==> src/gda_pkg.sv <==
// ----------------------------------------------------------------------------
// gda_pkg
// Shared types, codes and calendar functions for the Gregorian date core.
// ----------------------------------------------------------------------------
package gda_pkg;

  localparam int unsigned MaxYearDefault = 9999;
  localparam int unsigned YearW = 15;
  localparam int unsigned SerW  = 25;

  typedef enum logic [1:0] {
    MODE_ADD  = 2'd0,
    MODE_SUB  = 2'd1,
    MODE_DIFF = 2'd2,
    MODE_NONE = 2'd3
  } mode_t;

  typedef enum logic [1:0] {
    ST_OK       = 2'd0,
    ST_BAD_DATE = 2'd1,
    ST_RANGE    = 2'd2,
    ST_UNUSED   = 2'd3
  } status_t;

  typedef enum logic [1:0] {
    YS_Y1   = 2'd0,
    YS_Y2   = 2'd1,
    YS_CAND = 2'd2,
    YS_YR   = 2'd3
  } ys_sel_t;

  typedef struct packed {
    logic       load;
    logic       ys_en;
    ys_sel_t    ys_sel;
    logic       ser1;
    logic       ser2;
    logic       adj;
    logic       search_init;
    logic       search_step;
    logic       finish;
    logic [3:0] bit_idx;
  } gda_cmd_t;

  typedef struct packed {
    mode_t mode;
    logic  bad_date;
    logic  out_busy;
  } gda_sts_t;

  function automatic logic [YearW-1:0] div100(input logic [YearW-1:0] x);
    logic [28:0] p;
    begin
      p = 29'(x) * 29'd5243;
      return YearW'(p[28:19]);
    end
  endfunction

  function automatic logic is_leap(input logic [YearW-1:0] y);
    logic [YearW-1:0] q;
    logic [YearW-1:0] r;
    begin
      q = div100(y);
      r = y - q * 15'd100;
      return (y[1:0] == 2'b00 && r != '0) || (r == '0 && q[1:0] == 2'b00);
    end
  endfunction

  function automatic logic [SerW-1:0] year_start(input logic [YearW-1:0] y);
    logic [YearW-1:0] t;
    logic [SerW-1:0]  v;
    begin
      t = y - 15'd1;
      v = SerW'(y) * 25'd365 + SerW'(t >> 2) - SerW'(div100(t))
          + SerW'(div100(t >> 2)) + 25'd1;
      if (y == '0) v = '0;
      return v;
    end
  endfunction

  function automatic logic [8:0] days_before(input logic [3:0] m);
    logic [8:0] v;
    begin
      case (m)
        4'd2:    v = 9'd31;
        4'd3:    v = 9'd59;
        4'd4:    v = 9'd90;
        4'd5:    v = 9'd120;
        4'd6:    v = 9'd151;
        4'd7:    v = 9'd181;
        4'd8:    v = 9'd212;
        4'd9:    v = 9'd243;
        4'd10:   v = 9'd273;
        4'd11:   v = 9'd304;
        4'd12:   v = 9'd334;
        default: v = 9'd0;
      endcase
      return v;
    end
  endfunction

  function automatic logic [4:0] month_len(input logic [3:0] m, input logic leap);
    logic [4:0] v;
    begin
      case (m)
        4'd2:    v = leap ? 5'd29 : 5'd28;
        4'd4:    v = 5'd30;
        4'd6:    v = 5'd30;
        4'd9:    v = 5'd30;
        4'd11:   v = 5'd30;
        default: v = 5'd31;
      endcase
      return v;
    end
  endfunction

  function automatic logic date_ok(input logic [4:0] d, input logic [3:0] m,
                                   input logic [13:0] y);
    begin
      return m >= 4'd1 && m <= 4'd12 && d >= 5'd1 &&
             d <= month_len(m, is_leap({1'b0, y}));
    end
  endfunction

endpackage

==> src/gda_ctrl.sv <==
// ----------------------------------------------------------------------------
// gda_ctrl
// Sequencer that steps the date datapath through conversion and year search.
// ----------------------------------------------------------------------------
module gda_ctrl (
  input  logic              clk,
  input  logic              rst_n,
  input  logic              in_valid,
  output logic              in_ready,
  input  gda_pkg::gda_sts_t sts,
  output gda_pkg::gda_cmd_t cmd
);

  typedef enum logic [9:0] {
    S_IDLE = 10'b0000000001,
    S_YS1  = 10'b0000000010,
    S_SER1 = 10'b0000000100,
    S_YS2  = 10'b0000001000,
    S_SER2 = 10'b0000010000,
    S_ADJ  = 10'b0000100000,
    S_YSC  = 10'b0001000000,
    S_CMP  = 10'b0010000000,
    S_YSF  = 10'b0100000000,
    S_FIN  = 10'b1000000000
  } state_t;

  state_t     state_r, state_nxt;
  logic [3:0] bit_r, bit_nxt;

  always_ff @(posedge clk) begin
    if (!rst_n) begin
      state_r <= S_IDLE;
      bit_r   <= '0;
    end else begin
      state_r <= state_nxt;
      bit_r   <= bit_nxt;
    end
  end

  always_comb begin
    state_nxt = state_r;
    bit_nxt   = bit_r;
    cmd       = '0;
    cmd.ys_sel  = gda_pkg::YS_Y1;
    cmd.bit_idx = bit_r;
    in_ready  = 1'b0;
    case (state_r)
      S_IDLE: begin
        in_ready = 1'b1;
        cmd.load = in_valid;
        if (in_valid) state_nxt = S_YS1;
      end
      S_YS1: begin
        cmd.ys_en  = 1'b1;
        cmd.ys_sel = gda_pkg::YS_Y1;
        if (sts.mode == gda_pkg::MODE_NONE || sts.bad_date) state_nxt = S_FIN;
        else state_nxt = S_SER1;
      end
      S_SER1: begin
        cmd.ser1 = 1'b1;
        state_nxt = (sts.mode == gda_pkg::MODE_DIFF) ? S_YS2 : S_ADJ;
      end
      S_YS2: begin
        cmd.ys_en  = 1'b1;
        cmd.ys_sel = gda_pkg::YS_Y2;
        state_nxt  = S_SER2;
      end
      S_SER2: begin
        cmd.ser2  = 1'b1;
        state_nxt = S_FIN;
      end
      S_ADJ: begin
        cmd.adj         = 1'b1;
        cmd.search_init = 1'b1;
        bit_nxt         = 4'(gda_pkg::YearW - 1);
        state_nxt       = S_YSC;
      end
      S_YSC: begin
        cmd.ys_en  = 1'b1;
        cmd.ys_sel = gda_pkg::YS_CAND;
        state_nxt  = S_CMP;
      end
      S_CMP: begin
        cmd.search_step = 1'b1;
        if (bit_r == '0) begin
          state_nxt = S_YSF;
        end else begin
          bit_nxt   = bit_r - 4'd1;
          state_nxt = S_YSC;
        end
      end
      S_YSF: begin
        cmd.ys_en  = 1'b1;
        cmd.ys_sel = gda_pkg::YS_YR;
        state_nxt  = S_FIN;
      end
      S_FIN: begin
        if (!sts.out_busy) begin
          cmd.finish = 1'b1;
          state_nxt  = S_IDLE;
        end
      end
      default: state_nxt = S_IDLE;
    endcase
  end

  a_fin_free: assert property (@(posedge clk) disable iff (!rst_n)
    cmd.finish |-> !sts.out_busy) else $error("finish while output occupied");
  a_cmp_last: assert property (@(posedge clk) disable iff (!rst_n)
    (state_r == S_CMP && bit_r == '0) |=> state_r == S_YSF)
    else $error("year search did not end");
  a_load_idle: assert property (@(posedge clk) disable iff (!rst_n)
    cmd.load |=> state_r == S_YS1) else $error("load outside idle");

endmodule

==> src/gda_dp.sv <==
// ----------------------------------------------------------------------------
// gda_dp
// Datapath: serial day conversion, offset, bitwise year search, result word.
// ----------------------------------------------------------------------------
module gda_dp #(
  parameter int unsigned MAX_YEAR = gda_pkg::MaxYearDefault
) (
  input  logic               clk,
  input  logic               rst_n,
  input  gda_pkg::gda_cmd_t  cmd,
  output gda_pkg::gda_sts_t  sts,
  input  logic [1:0]         in_mode,
  input  logic [4:0]         in_day,
  input  logic [3:0]         in_month,
  input  logic [13:0]        in_year,
  input  logic [4:0]         in_other_day,
  input  logic [3:0]         in_other_month,
  input  logic [13:0]        in_other_year,
  input  logic [19:0]        in_offset_days,
  output logic               out_valid,
  input  logic               out_ready,
  output logic [4:0]         out_result_day,
  output logic [3:0]         out_result_month,
  output logic [13:0]        out_result_year,
  output logic signed [22:0] out_day_difference,
  output logic [1:0]         out_status
);

  localparam int unsigned YW = gda_pkg::YearW;
  localparam int unsigned SW = gda_pkg::SerW;

  gda_pkg::mode_t mode_r;
  logic [4:0]     d1_r, d2_r;
  logic [3:0]     m1_r, m2_r;
  logic [13:0]    y1_r, y2_r;
  logic [19:0]    off_r;
  logic [SW-1:0]  ys_r;
  logic [SW-1:0]  s1_r, s2_r, s_r;
  logic [YW-1:0]  y_r;
  logic           out_valid_r;
  logic [4:0]     out_day_r;
  logic [3:0]     out_month_r;
  logic [13:0]    out_year_r;
  logic [22:0]    out_diff_r;
  logic [1:0]     out_status_r;

  logic [YW-1:0]  cand;
  logic [YW-1:0]  ys_arg;
  logic           bad_date;
  logic [4:0]     ser_d;
  logic [3:0]     ser_m;
  logic [YW-1:0]  ser_y;
  logic [SW-1:0]  ser_val;
  logic [SW-1:0]  diff;
  logic [22:0]    diff_sat;
  logic [SW-1:0]  rem_full;
  logic [8:0]     rem;
  logic           leap_y;
  logic [3:0]     fm;
  logic [8:0]     fcum;
  logic [8:0]     cum_k;
  logic           range_bad;
  logic [4:0]     f_day;
  logic [3:0]     f_month;
  logic [13:0]    f_year;
  logic [22:0]    f_diff;
  logic [1:0]     f_status;

  assign cand = y_r | (YW'(1) << cmd.bit_idx);

  always_comb begin
    case (cmd.ys_sel)
      gda_pkg::YS_Y1:   ys_arg = {1'b0, y1_r};
      gda_pkg::YS_Y2:   ys_arg = {1'b0, y2_r};
      gda_pkg::YS_CAND: ys_arg = cand;
      gda_pkg::YS_YR:   ys_arg = y_r;
      default:          ys_arg = y_r;
    endcase
  end

  assign bad_date = !gda_pkg::date_ok(d1_r, m1_r, y1_r) ||
                    (mode_r == gda_pkg::MODE_DIFF && !gda_pkg::date_ok(d2_r, m2_r, y2_r));

  assign ser_d = cmd.ser2 ? d2_r : d1_r;
  assign ser_m = cmd.ser2 ? m2_r : m1_r;
  assign ser_y = cmd.ser2 ? {1'b0, y2_r} : {1'b0, y1_r};
  assign ser_val = ys_r + SW'(gda_pkg::days_before(ser_m)) + SW'(ser_d)
                   + SW'(ser_m > 4'd2 && gda_pkg::is_leap(ser_y)) - SW'(1);

  assign diff = s1_r - s2_r;
  always_comb begin
    if (!diff[SW-1] && diff > SW'(23'h3FFFFF)) diff_sat = 23'h3FFFFF;
    else if (diff[SW-1] && $signed(diff) < -25'sd4194304) diff_sat = 23'h400000;
    else diff_sat = diff[22:0];
  end

  assign rem_full = s_r - ys_r;
  assign rem      = rem_full[8:0];
  assign leap_y   = gda_pkg::is_leap(y_r);

  always_comb begin
    fm   = 4'd1;
    fcum = '0;
    for (int k = 2; k <= 12; k++) begin
      cum_k = gda_pkg::days_before(4'(k)) + 9'(k > 2 && leap_y);
      if (rem >= cum_k) begin
        fm   = 4'(k);
        fcum = cum_k;
      end
    end
  end

  assign range_bad = (y_r == '0) || ({2'b00, y_r} > 17'(MAX_YEAR)) ||
                     (y_r > YW'(16383));

  always_comb begin
    f_day    = '0;
    f_month  = '0;
    f_year   = '0;
    f_diff   = '0;
    f_status = gda_pkg::ST_OK;
    if (mode_r == gda_pkg::MODE_NONE) begin
      f_status = gda_pkg::ST_OK;
    end else if (bad_date) begin
      f_status = gda_pkg::ST_BAD_DATE;
    end else if (mode_r == gda_pkg::MODE_DIFF) begin
      f_diff = diff_sat;
    end else if (s_r[SW-1] || range_bad) begin
      f_status = gda_pkg::ST_RANGE;
    end else begin
      f_day   = 5'(rem - fcum + 9'd1);
      f_month = fm;
      f_year  = y_r[13:0];
    end
  end

  always_ff @(posedge clk) begin
    if (cmd.load) begin
      mode_r <= gda_pkg::mode_t'(in_mode);
      d1_r   <= in_day;
      m1_r   <= in_month;
      y1_r   <= in_year;
      d2_r   <= in_other_day;
      m2_r   <= in_other_month;
      y2_r   <= in_other_year;
      off_r  <= in_offset_days;
    end
    if (cmd.ys_en) ys_r <= gda_pkg::year_start(ys_arg);
    if (cmd.ser1) s1_r <= ser_val;
    if (cmd.ser2) s2_r <= ser_val;
    if (cmd.adj) begin
      if (mode_r == gda_pkg::MODE_SUB) s_r <= s1_r - SW'(off_r);
      else s_r <= s1_r + SW'(off_r);
    end
    if (cmd.search_init) y_r <= '0;
    else if (cmd.search_step && ys_r <= s_r) y_r <= cand;
    if (cmd.finish) begin
      out_day_r    <= f_day;
      out_month_r  <= f_month;
      out_year_r   <= f_year;
      out_diff_r   <= f_diff;
      out_status_r <= f_status;
    end
  end

  always_ff @(posedge clk) begin
    if (!rst_n) out_valid_r <= 1'b0;
    else if (cmd.finish) out_valid_r <= 1'b1;
    else if (out_ready) out_valid_r <= 1'b0;
  end

  assign sts.mode     = mode_r;
  assign sts.bad_date = bad_date;
  assign sts.out_busy = out_valid_r && !out_ready;

  assign out_valid          = out_valid_r;
  assign out_result_day     = out_day_r;
  assign out_result_month   = out_month_r;
  assign out_result_year    = out_year_r;
  assign out_day_difference = $signed(out_diff_r);
  assign out_status         = out_status_r;

  a_status_code: assert property (@(posedge clk) disable iff (!rst_n)
    out_valid_r |-> out_status_r != gda_pkg::ST_UNUSED) else $error("bad status code");
  a_err_zero: assert property (@(posedge clk) disable iff (!rst_n)
    (out_valid_r && out_status_r != gda_pkg::ST_OK) |->
    (out_day_r == '0 && out_month_r == '0 && out_diff_r == '0))
    else $error("nonzero fields on error word");
  a_search_init: assert property (@(posedge clk) disable iff (!rst_n)
    cmd.search_init |=> y_r == '0) else $error("year search not cleared");

endmodule

==> src/gregorian_date_arithmetic_core.sv <==
// An illegal date or unused mode goes from the first year start straight to the result.
// A difference converts both dates to serial day numbers and subtracts them.
// Add and subtract apply the offset and then run the 15-step bitwise year search.
// One word in work at a time: the next enters once the last reaches the result register.
// A result register lets the next word enter while a result waits.
// Reset (rst_n, synchronous, active low) returns the sequencer to idle and drops out_valid.
// ----------------------------------------------------------------------------
// gregorian_date_arithmetic_core
// Gregorian date add, subtract and day difference with date checking.
// ----------------------------------------------------------------------------
module gregorian_date_arithmetic_core #(
  parameter int unsigned MAX_YEAR = gda_pkg::MaxYearDefault
) (
  input  logic               clk,
  input  logic               rst_n,
  input  logic               in_valid,
  output logic               in_ready,
  input  logic [1:0]         in_mode,
  input  logic [4:0]         in_day,
  input  logic [3:0]         in_month,
  input  logic [13:0]        in_year,
  input  logic [4:0]         in_other_day,
  input  logic [3:0]         in_other_month,
  input  logic [13:0]        in_other_year,
  input  logic [19:0]        in_offset_days,
  output logic               out_valid,
  input  logic               out_ready,
  output logic [4:0]         out_result_day,
  output logic [3:0]         out_result_month,
  output logic [13:0]        out_result_year,
  output logic signed [22:0] out_day_difference,
  output logic [1:0]         out_status
);

  gda_pkg::gda_cmd_t cmd;
  gda_pkg::gda_sts_t sts;

  gda_ctrl u_ctrl (
    .clk      (clk),
    .rst_n    (rst_n),
    .in_valid (in_valid),
    .in_ready (in_ready),
    .sts      (sts),
    .cmd      (cmd)
  );

  gda_dp #(
    .MAX_YEAR (MAX_YEAR)
  ) u_dp (
    .clk                (clk),
    .rst_n              (rst_n),
    .cmd                (cmd),
    .sts                (sts),
    .in_mode            (in_mode),
    .in_day             (in_day),
    .in_month           (in_month),
    .in_year            (in_year),
    .in_other_day       (in_other_day),
    .in_other_month     (in_other_month),
    .in_other_year      (in_other_year),
    .in_offset_days     (in_offset_days),
    .out_valid          (out_valid),
    .out_ready          (out_ready),
    .out_result_day     (out_result_day),
    .out_result_month   (out_result_month),
    .out_result_year    (out_result_year),
    .out_day_difference (out_day_difference),
    .out_status         (out_status)
  );

endmodule
==> config.mk <==
export PLATFORM = sky130hd
export DESIGN_NAME = gregorian_date_arithmetic_core
export DESIGN_NICKNAME = d
export VERILOG_FILES = /design/src/gda_pkg.sv /design/src/gda_ctrl.sv /design/src/gda_dp.sv /design/src/gregorian_date_arithmetic_core.sv
export SDC_FILE = /design/constraint.sdc
export NUM_CORES = 2
export LEC_CHECK = 0
export ABC_AREA = 1
export BUFFER_PORTS_ARGS = -buffer_cell sky130_fd_sc_hd__buf_4
export CAP_MARGIN = 10
export CORE_MARGIN = 3
export CORE_UTILIZATION = 60
export CTS_BUF_LIST = sky130_fd_sc_hd__clkbuf_16
export CTS_CLUSTER_DIAMETER = 80
export CTS_CLUSTER_SIZE = 25
export DETAILED_ROUTE_END_ITERATION = 12
export GPL_TIMING_DRIVEN = 0
export PLACE_DENSITY = 0.75
export SYNTH_ARGS = -nofsm -noshare
export SYNTH_HDL_FRONTEND = slang
export SYNTH_SLANG_ARGS = --single-unit
==> constraint.sdc <==
create_clock -name clk -period 24.6 [get_ports clk]
set_input_delay 3.69 -clock clk [delete_from_list [all_inputs] [get_ports clk]]
set_output_delay 3.69 -clock clk [all_outputs]
set_load 0.02 [all_outputs]
== Word-level counts from Yosys, hierarchy flattened ==
Memory sizes are Yosys's and may differ from the RTL's.
Cells that the tools add are included.
W data, S select, Z words.

* Memory bits (read-only): 144
* Register bits: 246
* Output and inout port bits: 50
* Memories: 1
* Logic and storage cells: 243

{| class="wikitable"
|+ Memories
! name !! depth !! bits a word !! read ports !! clocked after Yosys merged registers in !! wr ports !! line !! text
|-
| (no name shown) || 16 || 9 || 1 || 0 || 0 || gda_pkg.sv:84 || <nowiki>case (m)</nowiki>
|}

* Bitwise gates (word level): 2
* $mul: 11
* Order comparisons: 25
* $add $sub $neg: 30
* Shift operators: 1
* Reductions and logical operators: 65
* Equal/unequal tests: 29
* Mux-type cells: 55

{| class="wikitable"
|+ Operators by type and width
! operator !! count
|-
| $logic_not A15 Y1 || 6
|-
| $pmux W10 S9 || 1
|-
| $mul A15 B13 Y28 const B || 3
|-
| $ge A9 B9 Y1 || 7
|-
| $mux W5 || 12
|-
| $pmux W15 S4 || 1
|-
| $reduce_bool A15 Y1 || 4
|-
| $mul A14 B13 Y27 const B || 2
|-
| $add A25 B9 Y25 || 2
|-
| $add A8 B1 Y9 const A || 4
|-
| $gt A15 B14 Y1 const B || 2
|-
| $mux W10 || 3
|-
| $sub A14 B15 Y15 || 2
|-
| $sub A15 B15 Y15 || 2
|-
| $mux W4 || 7
|-
| $add A9 B1 Y9 const A || 3
|-
| $mul A13 B13 Y26 const B || 1
|-
| $mul A8 B5 Y13 const B || 2
|-
| $mul A9 B5 Y13 const B || 2
|-
| $add A24 B13 Y25 || 1
|-
| $add A25 B1 Y25 || 1
|-
| $add A25 B1 Y25 const B || 1
|-
| $add A25 B20 Y25 || 1
|-
| $add A25 B5 Y25 || 1
|-
| 65 further kinds || 147
|}

== Longest topological paths before layout ==
* Depth in word-level cells: 20
* Gate-level depth with buffers: 82
* Depth with buffers taken out: 80

== Cells and area by module ==
Synthesis repeated with hierarchy kept, for this count alone.

* Cells, all modules: 4,576
* Area total of the unflattened synthesis: 42,261.8 um^2

{| class="wikitable"
|+ By module, submodules not included
! module !! cells an instance !! sequential area each (um^2) !! instances !! area an instance (um^2)
|-
| gda_dp || 4,437 || 6,806.5 || 1 || 41,372.2
|-
| gda_ctrl || 139 || 280.3 || 1 || 889.6
|}

== Worst setup path after synthesis ==
OpenSTA, ideal clock, no wires.

* Kind: reg2reg
* Start: register u_ctrl.state_r[0]
* End: register u_dp.s1_r[23] (data pin)
* Cell stages (with the launch flop): 78
* Buffers on the path: 2
* Data arrival time: 13.547 ns
* Data required time: 24.338 ns
* Clock period less this slack: 13.809 ns
* Setup slack: 10.791 ns
* Library setup time: 0.262 ns
* Cell sequence: dfxtp_1 > nor2_1 > inv_1 > nor2_1 > inv_1 > nor2_1 > clkbuf_1 > buf_1 > a21oi_1 > ha_1 > fa_1 > inv_1 > fa_1 > inv_1 > ha_1 > inv_1 > fa_1 > inv_1 > (+42 left out) > nand3_1 > nand2_1 > a21oi_1 > o21bai_1 > a21oi_1 > inv_1 > a21oi_1 > o21ai_0 > nand4_1 > o211ai_1 > a21o_1 > a21oi_1 > o21ai_0 > nand3_1 > nand2_1 > nand3_1 > nand2_1 > xor2_1

* Word-level cells in the longest chain between the ends: 12
* Elaborated cells between the ends (all ways): 22

{| class="wikitable"
|+ Ends and longest elaborated chain
! item !! line !! text
|-
| start, declared || gda_ctrl.sv:27 || <nowiki>state_t state_r, state_nxt;</nowiki>
|-
| start signal, assigned || gda_ctrl.sv:35 || <nowiki>state_r <= state_nxt;</nowiki>
|-
| $eq A10 B5 Y1 * || gda_ctrl.sv:47 || <nowiki>case (state_r)</nowiki>
|-
| $mux W1 * || gda_ctrl.sv:47 ||
|-
| $mux W14 || gda_dp.sv:86 || <nowiki>assign ser_y = cmd.ser2 ? {1'b0, y2_r} : {1'b0, y1_r};</nowiki>
|-
| $mul A15 B13 Y28 || gda_pkg.sv:54 || <nowiki>p = 29'(x) * 29'd5243;</nowiki>
|-
| $mul A9 B5 Y13 || gda_pkg.sv:64 || <nowiki>r = y - q * 15'd100;</nowiki>
|-
| $sub A15 B15 Y15 || gda_pkg.sv:64 ||
|-
| $reduce_bool A15 Y1 / $logic_not A15 Y1 (equally long branches) || gda_pkg.sv:65 || <nowiki>return (y[1:0] == 2'b00 && r != '0) || (r == '0 && q[1:0] == 2'b00);</nowiki>
|-
| $logic_and A1 B1 Y1 || gda_pkg.sv:65 ||
|-
| $logic_or A1 B1 Y1 || gda_pkg.sv:65 ||
|-
| $logic_and A1 B1 Y1 || gda_dp.sv:88 || <nowiki>+ SW'(ser_m > 4'd2 && gda_pkg::is_leap(ser_y)) - SW'(1);</nowiki>
|-
| $add A25 B1 Y25 * || gda_dp.sv:88 ||
|-
| $sub A25 B1 Y25 * || gda_dp.sv:88 ||
|-
| named net u_dp.ser_val[23] || gda_dp.sv:53 || <nowiki>logic [SW-1:0] ser_val;</nowiki>
|-
| end signal, assigned || gda_dp.sv:149 || <nowiki>if (cmd.ser1) s1_r <= ser_val;</nowiki>
|-
| end, declared || gda_dp.sv:38 || <nowiki>logic [SW-1:0] s1_r, s2_r, s_r;</nowiki>
|}

Mark *: on every way through the listed nets, which the timed path passes. The rest lies on a longest branch.
A chain may end at the register's enable or synchronous reset.

== Worst setup path after layout ==
* Start: register u_ctrl.state_r[1]
* End: register u_dp.s1_r[23] (data pin)

Same word-level chain as after synthesis.

==> impl_metrics.toml <==
[synth]
yosysWarnings = 0
syn-num-nets = 6043
synth_area_leaders = "ha_1 29%, fa_1 21%, edfxtp_1 15%"
ys.flop_type = "edfxtp_1"
ys_seq_area_frac = 0.168
async_flop_share = 0
syn_area_um2 = 42300
avgSynthCellArea_um2 = 9.30
synth_edf_count = 216
synth_top_cell_area_share = 0.290
syn_inst = 4541
ys_seq_elements = 246
synth_cell_types = 62
yosysTopAreaCell = "ha_1"

[routing]
ant_nets = 0
drc_errors = 0
routedWlPerCell_um = 16.4
drtIter0Drc = 1674
routed_wl_um = 92400
first_pass_iters = 5
vias = 30400
via_per_inst = 5.39

[timing]
finalMaxSlewViolations = 0
finalCritPeriodShare = 0.673
hold_violations = 0
tns_ns = 0
max_freq_mhz = 60.4
fin_crit_ns = 16.57
skew_ns = 0.0318
maxSlewHeadroom = 0.210
rsz0062_at_grt = "no"
tightest_slew_ns = 1.18
setup_viol = 0

[grt]
grt_usage = 0.256
grt_max_degree = 35
antenna_found_initial = 0
grt_pass1_vias = 31000
grt_pass1_wl_um = 154000
grt-ovfl-total = 0

[floorplan]
die_area_um2 = 73600
core-area_um2 = 69200
placementRows = 96
die_h_um = 271
die_w_um = 271
initial_core_util = 0.611
io_pins = 122

[placement]
hpwl_um = 79100
io_buffers = 121
gp_congestion = 0.944

[clock_tree]
cts-root-buf = "clkbuf_16"
cts_setup_buffers = 0
cts.repair.resized = 0
worst_skew_pair.late_latency_ns = 0.56
clock_path_buffers = 3
htreeDepth = 1
cts_tree = "built"
numCtsBuffers = 20
clk_pin_slew_ns = 0.10
clock_sinks = 246
postCtsHoldBufs = 0

[cells_and_area]
final_common_cell = "inv_1"
final_layout_size_suffix_gt1_frac = 0.0560
utilization = 0.653
nets = 6201
mostFrequentLayoutCells = "1157 x inv_1, 978 x ha_1, 452 x fa_1"
syn_to_final_growth_pct = 7.01
ff_latch_area_um2 = 7090
multi_input_area_um2 = 30700
diodes = 0
fillCellCount = 5603

[critical_path]
r2r_slack_ns = 8.03
cp.arrival_ns = 16.93
cp.required_ns = 24.97
rr_worst_depth = 78
startpoint = "u_ctrl.state_r[1]$_SDFFE_PN0P_"
critPathLaunchType = "flop"
worstSetupEndpointType = "flop"
worst-path-max-fanout = 10
reg2reg_from = "u_ctrl.state_r[1]$_SDFFE_PN0P_"
slowest_stage = "a21oi_1"
cp_slowest_stage_delay_ns = 0.85
path_class = "flop to flop"
cp_common_cell = "nor2_1"

[worst_hold_path]
hold_path_class = "flop to flop"
whs_path_depth = 2
holdCritStartpoint = "u_ctrl.bit_r[0]$_SDFFE_PN0P_"

[outcome]
outcome = "finished clean"

[flow_run]
drv_cap = 0
==> worst max-delay path: cells and delay by family, from the launching register on <==
kind | cells | cell delay [ns]
and+or+nand+nor | 27 | 3.11
adders and majority gates | 15 | 5.58
AOI/OAI and AO/OA | 20 | 4.61
DFF | 1 | 0.34
xor gates and xnor gates | 4 | 0.93
buffers and inverters | 12 | 1.80
==> metal layers <==
metal / track usage / share of wire
met3: 0.0312 / 0.057
met5: 0 / 0
met1: 0.345 / 0.45
met2: 0.441 / 0.47
met4: 0.0631 / 0.025
==> layout make-up <==
cell class	count	area share
multi-input combinational	3103	0.678
sequential	246	0.157
inverter	1170	0.0971
tap	931	0.0258
timing repair buffer	136	0.0231
clock buffer	20	0.0111
clock inverter	16	0.00520
buffer	22	0.00288
==> worst paths after layout <==
kind / to
hold / removal: u_ctrl.bit_r[0]$_SDFFE_PN0P_
setup reg to reg: u_dp.s1_r[23]$_DFFE_PN_
setup / recovery: u_dp.s1_r[23]$_DFFE_PN_
hold reg to reg: u_ctrl.bit_r[0]$_SDFFE_PN0P_
==> through the flow <==
step	setup slack (ns)	hold WS (ns)	instances	area [um2]
floorplan	10.79	0.473	4541	42300
global placement	7.33	0.501	5593	44300
detailed placement	8.19	0.519	5604	44400
CTS	8.18	0.529	5640	45200
global route	6.81	0.573	5644	45200
finish	8.03	0.526	5644	45200
==> cells by family after synthesis <==
logic type | Yosys count | synth area share
compound gates | 636 | 0.0901
xor+xnor | 228 | 0.0476
fa+ha+maj | 1430 | 0.504
buf+inv | 1192 | 0.107
flops | 246 | 0.168
mux | 1 | 0.000237
simple gates | 808 | 0.0836
==> cell usage after synthesis, drive strengths merged, types with 28 or more instances <==
cell type  instances
a21oi            317
nand4             36
dfxtp             30
nand2            385
xor2             158
edfxtp           216
fa               452
o21ai            143
ha               978
nor2             179
nor3              47
a211oi            28
inv             1163
xnor2             70
nand3            124
==> flip-flops by register name, indices dropped and copies added (netlist names), 4 cells and up <==
register and count:
u_ctrl.bit_r 4, u_ctrl.state_r 10, u_dp.d1_r 5, u_dp.d2_r 5, u_dp.m1_r 4, u_dp.m2_r 4
u_dp.off_r 20, u_dp.out_day_difference 23, u_dp.out_result_day 5, u_dp.out_result_month 4, u_dp.out_result_year 14, u_dp.s1_r 25
u_dp.s2_r 25, u_dp.s_r 25, u_dp.y1_r 14, u_dp.y2_r 14, u_dp.y_r 15, u_dp.ys_r 25
Power is left out: the tool's default activity adds up to more than one toggle a clock period on the data nets, which glitch-free logic cannot reach.
